$ cat src/design/sha_pkg.sv
`timescale 1ns / 1ps
package sha_pkg;
	typedef logic [31:0] word_t;

	localparam word_t INIT_H [8] = '{
		32'h6a09e667, 32'hbb67ae85, 32'h3c6ef372, 32'ha54ff53a,
		32'h510e527f, 32'h9b05688c, 32'h1f83d9ab, 32'h5be0cd19
	};

	localparam word_t ROUND_K [64] = '{
		32'h428a2f98, 32'h71374491, 32'hb5c0fbcf, 32'he9b5dba5,
		32'h3956c25b, 32'h59f111f1, 32'h923f82a4, 32'hab1c5ed5,
		32'hd807aa98, 32'h12835b01, 32'h243185be, 32'h550c7dc3,
		32'h72be5d74, 32'h80deb1fe, 32'h9bdc06a7, 32'hc19bf174,
		32'he49b69c1, 32'hefbe4786, 32'h0fc19dc6, 32'h240ca1cc,
		32'h2de92c6f, 32'h4a7484aa, 32'h5cb0a9dc, 32'h76f988da,
		32'h983e5152, 32'ha831c66d, 32'hb00327c8, 32'hbf597fc7,
		32'hc6e00bf3, 32'hd5a79147, 32'h06ca6351, 32'h14292967,
		32'h27b70a85, 32'h2e1b2138, 32'h4d2c6dfc, 32'h53380d13,
		32'h650a7354, 32'h766a0abb, 32'h81c2c92e, 32'h92722c85,
		32'ha2bfe8a1, 32'ha81a664b, 32'hc24b8b70, 32'hc76c51a3,
		32'hd192e819, 32'hd6990624, 32'hf40e3585, 32'h106aa070,
		32'h19a4c116, 32'h1e376c08, 32'h2748774c, 32'h34b0bcb5,
		32'h391c0cb3, 32'h4ed8aa4a, 32'h5b9cca4f, 32'h682e6ff3,
		32'h748f82ee, 32'h78a5636f, 32'h84c87814, 32'h8cc70208,
		32'h90befffa, 32'ha4506ceb, 32'hbef9a3f7, 32'hc67178f2
	};

	localparam logic [7:0] PAD_BYTE = 8'h80;

	typedef struct packed {
		logic       start;
		logic [3:0] wrd_idx;
		word_t      wrd;
		logic       wrd_wr;
	} round_ctl_t;

	typedef struct packed {
		logic busy;
		logic done;
	} round_sts_t;
endpackage

$ cat src/design/sha_if.sv
`timescale 1ns / 1ps
interface sha_in_if;
	logic       valid;
	logic       ready;
	logic [7:0] data_byte;
	logic       byte_present;
	logic       end_of_message;
	modport source (output valid, data_byte, byte_present, end_of_message, input ready);
	modport sink (input valid, data_byte, byte_present, end_of_message, output ready);
endinterface

interface sha_out_if;
	logic        valid;
	logic        ready;
	logic [31:0] digest_word;
	logic [2:0]  word_index;
	logic        final_word;
	modport source (output valid, digest_word, word_index, final_word, input ready);
	modport sink (input valid, digest_word, word_index, final_word, output ready);
endinterface

$ cat src/design/sha_round.sv
`timescale 1ns / 1ps
// One SHA-256 round per cycle over a rolling 16-word schedule window.
// The chaining words are updated in place when the 64th round completes.
module sha_round (
	input  logic                  clk,
	input  logic                  arst_n,
	input  sha_pkg::round_ctl_t   ctl,
	input  logic                  reinit,
	output sha_pkg::round_sts_t   sts,
	output sha_pkg::word_t        hash [8]
);
	sha_pkg::word_t w_q [16];
	sha_pkg::word_t v_q [8];
	sha_pkg::word_t h_q [8];
	logic [5:0]     rnd_q;
	logic           busy_q;
	logic           done_q;

	function automatic sha_pkg::word_t ror(sha_pkg::word_t x, int n);
		return (x >> n) | (x << (32 - n));
	endfunction

	sha_pkg::word_t s0, s1, w_new, big0, big1, chs, maj, t1, t2;

	always_comb begin
		s0    = ror(w_q[1], 7) ^ ror(w_q[1], 18) ^ (w_q[1] >> 3);
		s1    = ror(w_q[14], 17) ^ ror(w_q[14], 19) ^ (w_q[14] >> 10);
		w_new = w_q[0] + s0 + w_q[9] + s1;
		big1  = ror(v_q[4], 6) ^ ror(v_q[4], 11) ^ ror(v_q[4], 25);
		chs   = (v_q[4] & v_q[5]) ^ (~v_q[4] & v_q[6]);
		t1    = v_q[7] + big1 + chs + sha_pkg::ROUND_K[rnd_q] + w_q[0];
		big0  = ror(v_q[0], 2) ^ ror(v_q[0], 13) ^ ror(v_q[0], 22);
		maj   = (v_q[0] & v_q[1]) ^ (v_q[0] & v_q[2]) ^ (v_q[1] & v_q[2]);
		t2    = big0 + maj;
	end

	always_ff @(posedge clk or negedge arst_n) begin
		if (!arst_n) begin
			busy_q <= 1'b0;
			done_q <= 1'b0;
			rnd_q  <= '0;
			for (int i = 0; i < 8; i++) h_q[i] <= sha_pkg::INIT_H[i];
		end else begin
			done_q <= 1'b0;
			if (reinit) begin
				for (int i = 0; i < 8; i++) h_q[i] <= sha_pkg::INIT_H[i];
			end
			if (ctl.wrd_wr) w_q[ctl.wrd_idx] <= ctl.wrd;
			if (ctl.start) begin
				busy_q <= 1'b1;
				rnd_q  <= '0;
				for (int i = 0; i < 8; i++) v_q[i] <= h_q[i];
			end else if (busy_q) begin
				for (int i = 0; i < 15; i++) w_q[i] <= w_q[i+1];
				w_q[15] <= w_new;
				v_q[7] <= v_q[6];
				v_q[6] <= v_q[5];
				v_q[5] <= v_q[4];
				v_q[4] <= v_q[3] + t1;
				v_q[3] <= v_q[2];
				v_q[2] <= v_q[1];
				v_q[1] <= v_q[0];
				v_q[0] <= t1 + t2;
				rnd_q  <= rnd_q + 6'd1;
				if (rnd_q == 6'd63) begin
					busy_q <= 1'b0;
					done_q <= 1'b1;
					h_q[0] <= h_q[0] + t1 + t2;
					h_q[1] <= h_q[1] + v_q[0];
					h_q[2] <= h_q[2] + v_q[1];
					h_q[3] <= h_q[3] + v_q[2];
					h_q[4] <= h_q[4] + v_q[3] + t1;
					h_q[5] <= h_q[5] + v_q[4];
					h_q[6] <= h_q[6] + v_q[5];
					h_q[7] <= h_q[7] + v_q[6];
				end
			end
		end
	end

	assign sts.busy = busy_q;
	assign sts.done = done_q;
	always_comb for (int i = 0; i < 8; i++) hash[i] = h_q[i];

	a_done_after_busy: assert property (@(posedge clk) disable iff (!arst_n)
		done_q |-> !busy_q && $past(busy_q)) else $error("done without rounds");
	a_rnd_idle: assert property (@(posedge clk) disable iff (!arst_n)
		!busy_q |-> rnd_q == 6'd0 || $past(rnd_q) == 6'd63) else $error("round count");
	a_no_start_busy: assert property (@(posedge clk) disable iff (!arst_n)
		ctl.start |-> !busy_q) else $error("start while busy");
endmodule

$ cat src/design/sha256_byte_stream_hasher.sv
`timescale 1ns / 1ps
// Channel   Dir  Payload
// in_ch     in   data_byte[7:0], byte_present, end_of_message
// out_ch    out  digest_word[31:0], word_index[2:0], final_word
//
// A byte that does not fill a block is simply accepted; the 64th byte starts
// 64 rounds of the shared round unit, and no further byte is taken until the
// compression completes. An end mark loads a padded block word by word and compresses it,
// twice when the length does not fit, then offers eight digest words, one per
// cycle when taken. Reset restores the initial hash values and clears the count.
// A stalled output holds the current word; no input is taken meanwhile.
module sha256_byte_stream_hasher (
	input logic clk,
	input logic arst_n,
	sha_in_if.sink    in_ch,
	sha_out_if.source out_ch
);
	typedef enum logic [2:0] {ST_IDLE, ST_COMP, ST_PAD, ST_EMIT} state_t;

	state_t            state_q;
	logic [60:0]       cnt_q;
	logic [23:0]       part_q;     // bytes of the word being collected
	logic [3:0]        widx_q;
	logic              last_q;     // message has ended; padding follows
	logic              pad_more_q; // second padded block of two
	logic              msg_blk_q;  // compression running holds message bytes
	logic [2:0]        oidx_q;
	sha_pkg::round_ctl_t ctl;
	sha_pkg::round_sts_t sts;
	sha_pkg::word_t    hash [8];
	logic              reinit;

	logic [5:0]  pos;
	logic [63:0] bits;
	logic        acc;

	assign acc  = in_ch.valid && in_ch.ready;
	assign in_ch.ready = (state_q == ST_IDLE);
	assign pos  = cnt_q[5:0];
	assign bits = {cnt_q, 3'b000};

	// Padded byte at position p, built from the stored byte and the bit count.
	function automatic logic [7:0] pad_byte(logic [5:0] p, logic [5:0] lim,
			logic two, logic second, logic [63:0] b, logic [7:0] stored);
		logic [7:0] r;
		r = 8'h00;
		if (!second && p < lim) r = stored;
		else if (!second && p == lim) r = sha_pkg::PAD_BYTE;
		if (p >= 6'd56 && !(two && !second)) r = b[8*(7-p[2:0]) +: 8];
		return r;
	endfunction

	// Bytes already collected for the current word, left aligned.
	logic [31:0] part_word;
	always_comb begin
		case (pos[1:0])
			2'd1:    part_word = {part_q[7:0], 24'h000000};
			2'd2:    part_word = {part_q[15:0], 16'h0000};
			2'd3:    part_word = {part_q, 8'h00};
			default: part_word = '0;
		endcase
	end

	logic [31:0] pad_word;
	always_comb begin
		logic [5:0] bp;
		for (int k = 0; k < 4; k++) begin
			bp = {widx_q, 2'(k)};
			pad_word[31-8*k -: 8] = pad_byte(bp, pos, pos >= 6'd56,
				pad_more_q, bits, part_word[31-8*k -: 8]);
		end
	end

	// Complete message words below the end position stay in the schedule window.
	always_comb begin
		ctl = '0;
		if (state_q == ST_IDLE && acc && in_ch.byte_present && pos[1:0] == 2'd3) begin
			ctl.wrd_wr  = 1'b1;
			ctl.wrd_idx = pos[5:2];
			ctl.wrd     = {part_q, in_ch.data_byte};
		end
		if (state_q == ST_PAD) begin
			ctl.wrd_wr  = pad_more_q || (widx_q >= pos[5:2]);
			ctl.wrd_idx = widx_q;
			ctl.wrd     = pad_word;
			ctl.start   = (widx_q == 4'd15);
		end
		if (state_q == ST_IDLE && acc && in_ch.byte_present && pos == 6'd63)
			ctl.start = 1'b1;
	end

	assign reinit = (state_q == ST_EMIT) && out_ch.ready && oidx_q == 3'd7;

	sha_round u_round (.clk, .arst_n, .ctl, .reinit, .sts, .hash);

	// pad_more_q marks the second of two padded blocks; last_q that the message has ended.
	always_ff @(posedge clk or negedge arst_n) begin
		if (!arst_n) begin
			state_q    <= ST_IDLE;
			cnt_q      <= '0;
			part_q     <= '0;
			widx_q     <= '0;
			last_q     <= 1'b0;
			pad_more_q <= 1'b0;
			msg_blk_q  <= 1'b0;
			oidx_q     <= '0;
		end else begin
			case (state_q)
				ST_IDLE: if (acc) begin
					widx_q <= '0;
					if (in_ch.byte_present) begin
						cnt_q  <= cnt_q + 61'd1;
						part_q <= {part_q[15:0], in_ch.data_byte};
					end
					last_q     <= in_ch.end_of_message;
					pad_more_q <= 1'b0;
					msg_blk_q  <= in_ch.byte_present && pos == 6'd63;
					if (in_ch.byte_present && pos == 6'd63) state_q <= ST_COMP;
					else if (in_ch.end_of_message) begin
						state_q    <= ST_PAD;
						pad_more_q <= 1'b0;
					end
				end
				ST_PAD: begin
					widx_q <= widx_q + 4'd1;
					if (widx_q == 4'd15) state_q <= ST_COMP;
				end
				ST_COMP: if (sts.done) begin
					if (!last_q) state_q <= ST_IDLE;
					else if (msg_blk_q) begin
						// The end came with the 64th byte: a full padded block follows.
						msg_blk_q <= 1'b0;
						widx_q    <= '0;
						state_q   <= ST_PAD;
					end else if (!pad_more_q && pos >= 6'd56) begin
						pad_more_q <= 1'b1;
						widx_q     <= '0;
						state_q    <= ST_PAD;
					end else begin
						oidx_q  <= '0;
						state_q <= ST_EMIT;
					end
				end else if (!sts.busy && !ctl.start) begin
					state_q <= ST_PAD;
				end
				ST_EMIT: if (out_ch.ready) begin
					oidx_q <= oidx_q + 3'd1;
					if (oidx_q == 3'd7) begin
						state_q <= ST_IDLE;
						cnt_q   <= '0;
					end
				end
				default: state_q <= ST_IDLE;
			endcase
		end
	end

	assign out_ch.valid       = (state_q == ST_EMIT);
	assign out_ch.digest_word = hash[oidx_q];
	assign out_ch.word_index  = oidx_q;
	assign out_ch.final_word  = (oidx_q == 3'd7);

	a_ready_idle: assert property (@(posedge clk) disable iff (!arst_n)
		in_ch.ready |-> !out_ch.valid) else $error("ready while emitting");
	a_emit_order: assert property (@(posedge clk) disable iff (!arst_n)
		out_ch.valid && out_ch.ready && !out_ch.final_word |=> out_ch.valid)
		else $error("digest burst broken");
	a_count_clear: assert property (@(posedge clk) disable iff (!arst_n)
		out_ch.valid && out_ch.ready && out_ch.final_word |=> cnt_q == 61'd0)
		else $error("count not cleared");
endmodule
$ cat src/flat_wrapper.sv
// flat-port wrapper written by rule: the top's interface ports become plain ports
module sha256_byte_stream_hasher_flat 
  (clk, arst_n, in_ch_valid, in_ch_data_byte, in_ch_byte_present, in_ch_end_of_message, in_ch_ready, out_ch_valid, out_ch_digest_word, out_ch_word_index, out_ch_final_word, out_ch_ready);
  sha_in_if in_ch_i ();
  sha_out_if out_ch_i ();
  input logic clk;
  input logic arst_n;
  input wire logic [$bits(in_ch_i.valid)-1:0] in_ch_valid;
  input wire logic [$bits(in_ch_i.data_byte)-1:0] in_ch_data_byte;
  input wire logic [$bits(in_ch_i.byte_present)-1:0] in_ch_byte_present;
  input wire logic [$bits(in_ch_i.end_of_message)-1:0] in_ch_end_of_message;
  output wire logic [$bits(in_ch_i.ready)-1:0] in_ch_ready;
  output wire logic [$bits(out_ch_i.valid)-1:0] out_ch_valid;
  output wire logic [$bits(out_ch_i.digest_word)-1:0] out_ch_digest_word;
  output wire logic [$bits(out_ch_i.word_index)-1:0] out_ch_word_index;
  output wire logic [$bits(out_ch_i.final_word)-1:0] out_ch_final_word;
  input wire logic [$bits(out_ch_i.ready)-1:0] out_ch_ready;
  assign in_ch_i.valid = in_ch_valid;
  assign in_ch_i.data_byte = in_ch_data_byte;
  assign in_ch_i.byte_present = in_ch_byte_present;
  assign in_ch_i.end_of_message = in_ch_end_of_message;
  assign in_ch_ready = in_ch_i.ready;
  assign out_ch_valid = out_ch_i.valid;
  assign out_ch_digest_word = out_ch_i.digest_word;
  assign out_ch_word_index = out_ch_i.word_index;
  assign out_ch_final_word = out_ch_i.final_word;
  assign out_ch_i.ready = out_ch_ready;
  sha256_byte_stream_hasher u_core (.clk(clk), .arst_n(arst_n), .in_ch(in_ch_i), .out_ch(out_ch_i));
endmodule
$ cat config.mk
export PLATFORM = sky130hd
export DESIGN_NAME = sha256_byte_stream_hasher_flat
export DESIGN_NICKNAME = d
export VERILOG_FILES = /design/src/design/sha_pkg.sv /design/src/design/sha_if.sv /design/src/design/sha_round.sv /design/src/design/sha256_byte_stream_hasher.sv /design/src/flat_wrapper.sv
export SDC_FILE = /design/constraint.sdc
export NUM_CORES = 2
export LEC_CHECK = 0
export ABC_AREA = 1
export BUFFER_PORTS_ARGS = -buffer_cell sky130_fd_sc_hd__buf_2
export CORE_ASPECT_RATIO = 1.4
export CORE_MARGIN = 1
export CORE_UTILIZATION = 29
export CTS_BUF_LIST = sky130_fd_sc_hd__clkbuf_4 sky130_fd_sc_hd__clkbuf_8 sky130_fd_sc_hd__clkbuf_16
export DETAILED_ROUTE_END_ITERATION = 10
export SYNTH_ARGS = -nofsm -noshare
export SYNTH_HDL_FRONTEND = slang
export SYNTH_SLANG_ARGS = --single-unit
$ cat constraint.sdc
create_clock -name clk -period 10 [get_ports clk]
set_input_delay 1.5 -clock clk [delete_from_list [all_inputs] [get_ports clk]]
set_output_delay 1.5 -clock clk [all_outputs]
set_load 0.05 [all_outputs]
==> results.md <==
Setup path:
- The startpoint identified for the worst register-to-register timing path is u_core.u_round.rnd_q[0].
- Counting stages on the worst path, the most repeated cell is inv_1.
- The setup check on the worst reg-to-reg path leaves a slack of 0.89 ns.
- By startpoint and endpoint, the worst setup path is classified as reg2reg.
- The category of the worst setup path capture point is a flip-flop.
- The number of cells on the worst reg-to-reg path is 40.
- The worst-path cell with the longest stage delay is o21ai_0.
- The data arrival time of the critical path is 9.81 ns.
- The top fanout value on the critical path is 9.
- For the worst setup path, the data required time is around 11 ns.
- On the worst path, the slowest cell contributes a delay of around 0.64 ns.
- STA classifies the critical path startpoint as a flip-flop.
- In this run the critical register-to-register path is captured at u_core.u_round.hash[122].

Synthesis:
- The arithmetic-cell share of the synthesized area counting full adders, half adders and majority gates is 0.123.
- The number of enable flip-flop cells after synthesis is 768.
- The cell area after technology mapping is just over 80000 sq um.
- The post-synthesis cell type count is 73.
- The synthesized netlist cell count is 10312.
- The number of nets in the synthesized netlist is 10986.
- The multiplexer share of the synthesized area is 0.000608.
- The main flop type after synthesis is edfxtp_1.
- Of the total synthesized cell area, the portion taken by XOR and XNOR cells is 0.0471.
- In this run the mean area of a mapped cell was 7.99 sq um.
- The async set-or-reset flop fraction in the synthesized netlist is 0.320.
- The simple-gate portion of the synthesized area is 0.189.
- The share of the Yosys chip area taken by registers is 0.392.
- After synthesis the netlist holds a flip-flop and latch count of approximately 1100.
- After synthesis, the largest family of logic cells by area is simple AND/OR/NAND/NOR gates.
- The Yosys step of the flow raised 0 warnings.
- The post-synthesis compound-gate area fraction is 0.163.

Die:
- The die width is 452 um.
- The placement row count is 231.
- The die boundary height is ~630 um.
- For this configuration, the core starts out at a cell density of 0.291.
- The area enclosed by the die boundary is 286000 sq um.
- 52 I/O pins were placed.
- The area of the core region is 283000 sq um.

Timing:
- Setup violations remaining at the end of the flow were counted as 0.
- The final hold violation count came to 0.
- The final hold slack is 0.485 ns.
- The final period utilization is 0.911.
- The worst slew margin relative to its limit is 0.0603.
- Setup repair after global routing left no endpoint under its margin.
- After routing, the total negative slack on setup checks comes to 0 ns.
- In the post-route analysis, the smallest setup slack over all paths is 0.887 ns.
- Based on the critical path, the design can be clocked at up to 0.110 GHz.
- Across the routed clock network, the largest skew measured is 0.0789 ns.
- After layout, the minimum clock period comes to between 9 and 10 ns.
- The final-report max-slew violation count is 0.
- At the pin with the least slew margin, the transition time is 1.40 ns.

Layout:
- The filler cells instantiated in the layout total 30054.
- Compared with the post-synthesis result, the final layout area differs by 12.8%.
- The share of layout cells above drive strength 1 is 0.0780.
- In the layout the commonest cells are 2652 x nand2_1, 1396 x inv_1, 1015 x o21ai_0, 768 x a21oi_1, 768 x edfxtp_1.
- The library cell used most frequently in the layout, excluding fill and tap cells, is nand2_1.
- The net count of the finished layout is 11076.

Clock network:
- CTS saw 1129 sinks.
- Buffers added to address setup during post-CTS repair amount to 0.
- The buffer type at the clock tree root is clkbuf_16.
- The longest clock path from root to sink contains 3 buffers.
- In this run, CTS created clock tree buffers numbering ~140.
- The insertion delay of the later-clocked pin in the worst-skew pair is 0.86 ns.
- In this run, post-CTS hold repair placed 0 buffers.
- The count of cells resized by post-cts repair is 0.
- The clock tree from TritonCTS is done.
- After clock tree synthesis, the clock-pin slew on the worst setup and hold paths is 0.07 ns.
- The H-tree was split into 4 levels.

Routing:
- The detail-routed via count per cell is approximately 5.2.
- The count of routing violations after the opening detailed-route iteration is between 6000 and 7000.
- For this block, the via count after detailed routing is 74673.
- The routed design has roughly 370 mm of wire.
- The total iterations of the first detailed-routing run is 6.
- After detailed routing, the average wire length per cell comes to about 26 um.
- The detail route stage leaves a number of antenna-violating nets equal to 0.
- For this run, design rule violations remaining after detail routing come to 0.

Placement:
- At the end of routability-driven placement, the weighted congestion stood at 1.05.
- Detailed placement ended at an HPWL of about 280 mm.
- The pre-CTS setup slack is 1.21 ns.
- Port buffering added 51 buffers.

Worst hold path:
- The number of instances on the worst hold path is 2.
- The endpoint of the worst hold path is u_core.u_round.w_q[10][24].
- The startpoint of the tightest hold check path is u_core.u_round.w_q[11][24].
- The path class of the tightest hold or removal check is reg2reg.

Job:
- Max-cap violations in this run came to 0.

GRT:
- The global-route congestion overflow total is 0.
- The number of global-route vias before repair is ~74000.
- The first global-routing pass estimated 518 mm of wire.
- The number of antenna violations at the first check in global routing is 23.
- In the global route stage, overall resource usage came out at 0.251.
- Entering global routing, the biggest net connects 228 pins.

Run status:
- The flow ran to the end, and the final reports show no timing, DRC or antenna violations.
[synth_stat cells, types with 108 or more instances]
library cell	n	area (sq um)
xor2_1	247	2160
buf_2	108	541
dfstp_2	136	3570
dfrtp_1	225	5630
xnor2_1	196	1720
inv_1	1398	5250
nor2_1	560	2100
ha_1	433	5420
edfxtp_1	768	23100
nand3_1	314	1570
clkbuf_1	239	897
o21ai_0	1031	5160
o22ai_1	130	813
fa_1	227	4540
a21oi_1	768	3840
nor3_1	125	626
nand2_1	2652	9950
[state kept, by name, indices dropped and copies added, names as in the netlist]
register,count
u_core.u_round.w_q,512
u_core.u_round.hash,256
u_core.u_round.v_q,256
u_core.cnt_q,61
u_core.part_q,24
u_core.u_round.rnd_q,6
u_core.widx_q,4
u_core.out_ch.word_index,3
u_core.state_q,2
u_core.last_q,1
u_core.msg_blk_q,1
u_core.pad_more_q,1
u_core.u_round.busy_q,1
u_core.u_round.done_q,1
[worst max-delay path: cells and delay by family, from the launching register on]
family / cells / cell delay (ns)
adder cells (fa/ha/maj): 7 / 2.88
XOR/XNOR: 1 / 0.16
flip-flops: 1 / 0.38
AO/OA/AOI/OAI: 11 / 1.92
buffers and inverters: 10 / 1.43
AND/OR/NAND/NOR: 11 / 2.17
[layer usage]
metal	vias up	global-route usage	part of all wire
met5	-	0	0.000019
met4	2	0.233	0.11
met3	1074	0.0323	0.054
met2	2869	0.438	0.49
met1	36137	0.261	0.34
li1	34591	-	-
[layout make-up]
cell class / count / area, sq um / share of cell area
well taps: 3728 / 4660 / 0.0502
clock inverters: 66 / 838 / 0.00902
flip-flops and latches: 1129 / 32300 / 0.347
multi-input cells: 7387 / 43300 / 0.466
repair buffers: 331 / 2440 / 0.0263
clock buffers: 190 / 3970 / 0.0427
inverters: 1416 / 5350 / 0.0576
diodes: 21 / 52.6 / 0.000565
[logic make-up after synthesis]
logic type,after synthesis
simple gates,3838
fa+ha+maj,677
buf+inv,1796
mux,5
xor+xnor,443
flops,1129
compound gates,2424
[through the flow]
stage,area [sq um],util,std cells
floorplan,82400,-,10312
global placement,88100,0.312,13991
detailed placement,88100,0.312,13991
CTS,92900,0.329,14247
global route,92900,0.329,14264
finish,92900,0.329,14268
[worst max-delay path by stage]
stage                                     endpoint                     from  depth (start not counted)
after floorplan           u_core.u_round.v_q[0][0]              in_ch_valid                         10
after global placement    u_core.u_round.hash[248]  u_core.u_round.rnd_q[0]                         38
after detailed placement  u_core.u_round.hash[248]  u_core.u_round.rnd_q[0]                         38
after CTS                 u_core.u_round.hash[248]  u_core.u_round.rnd_q[0]                         38
after global routing      u_core.u_round.hash[248]  u_core.u_round.rnd_q[0]                         38
final                     u_core.u_round.hash[122]  u_core.u_round.rnd_q[0]                         40
Power is left out: the tool's default activity adds up to more than one toggle a clock period on the data nets, which glitch-free logic cannot reach.
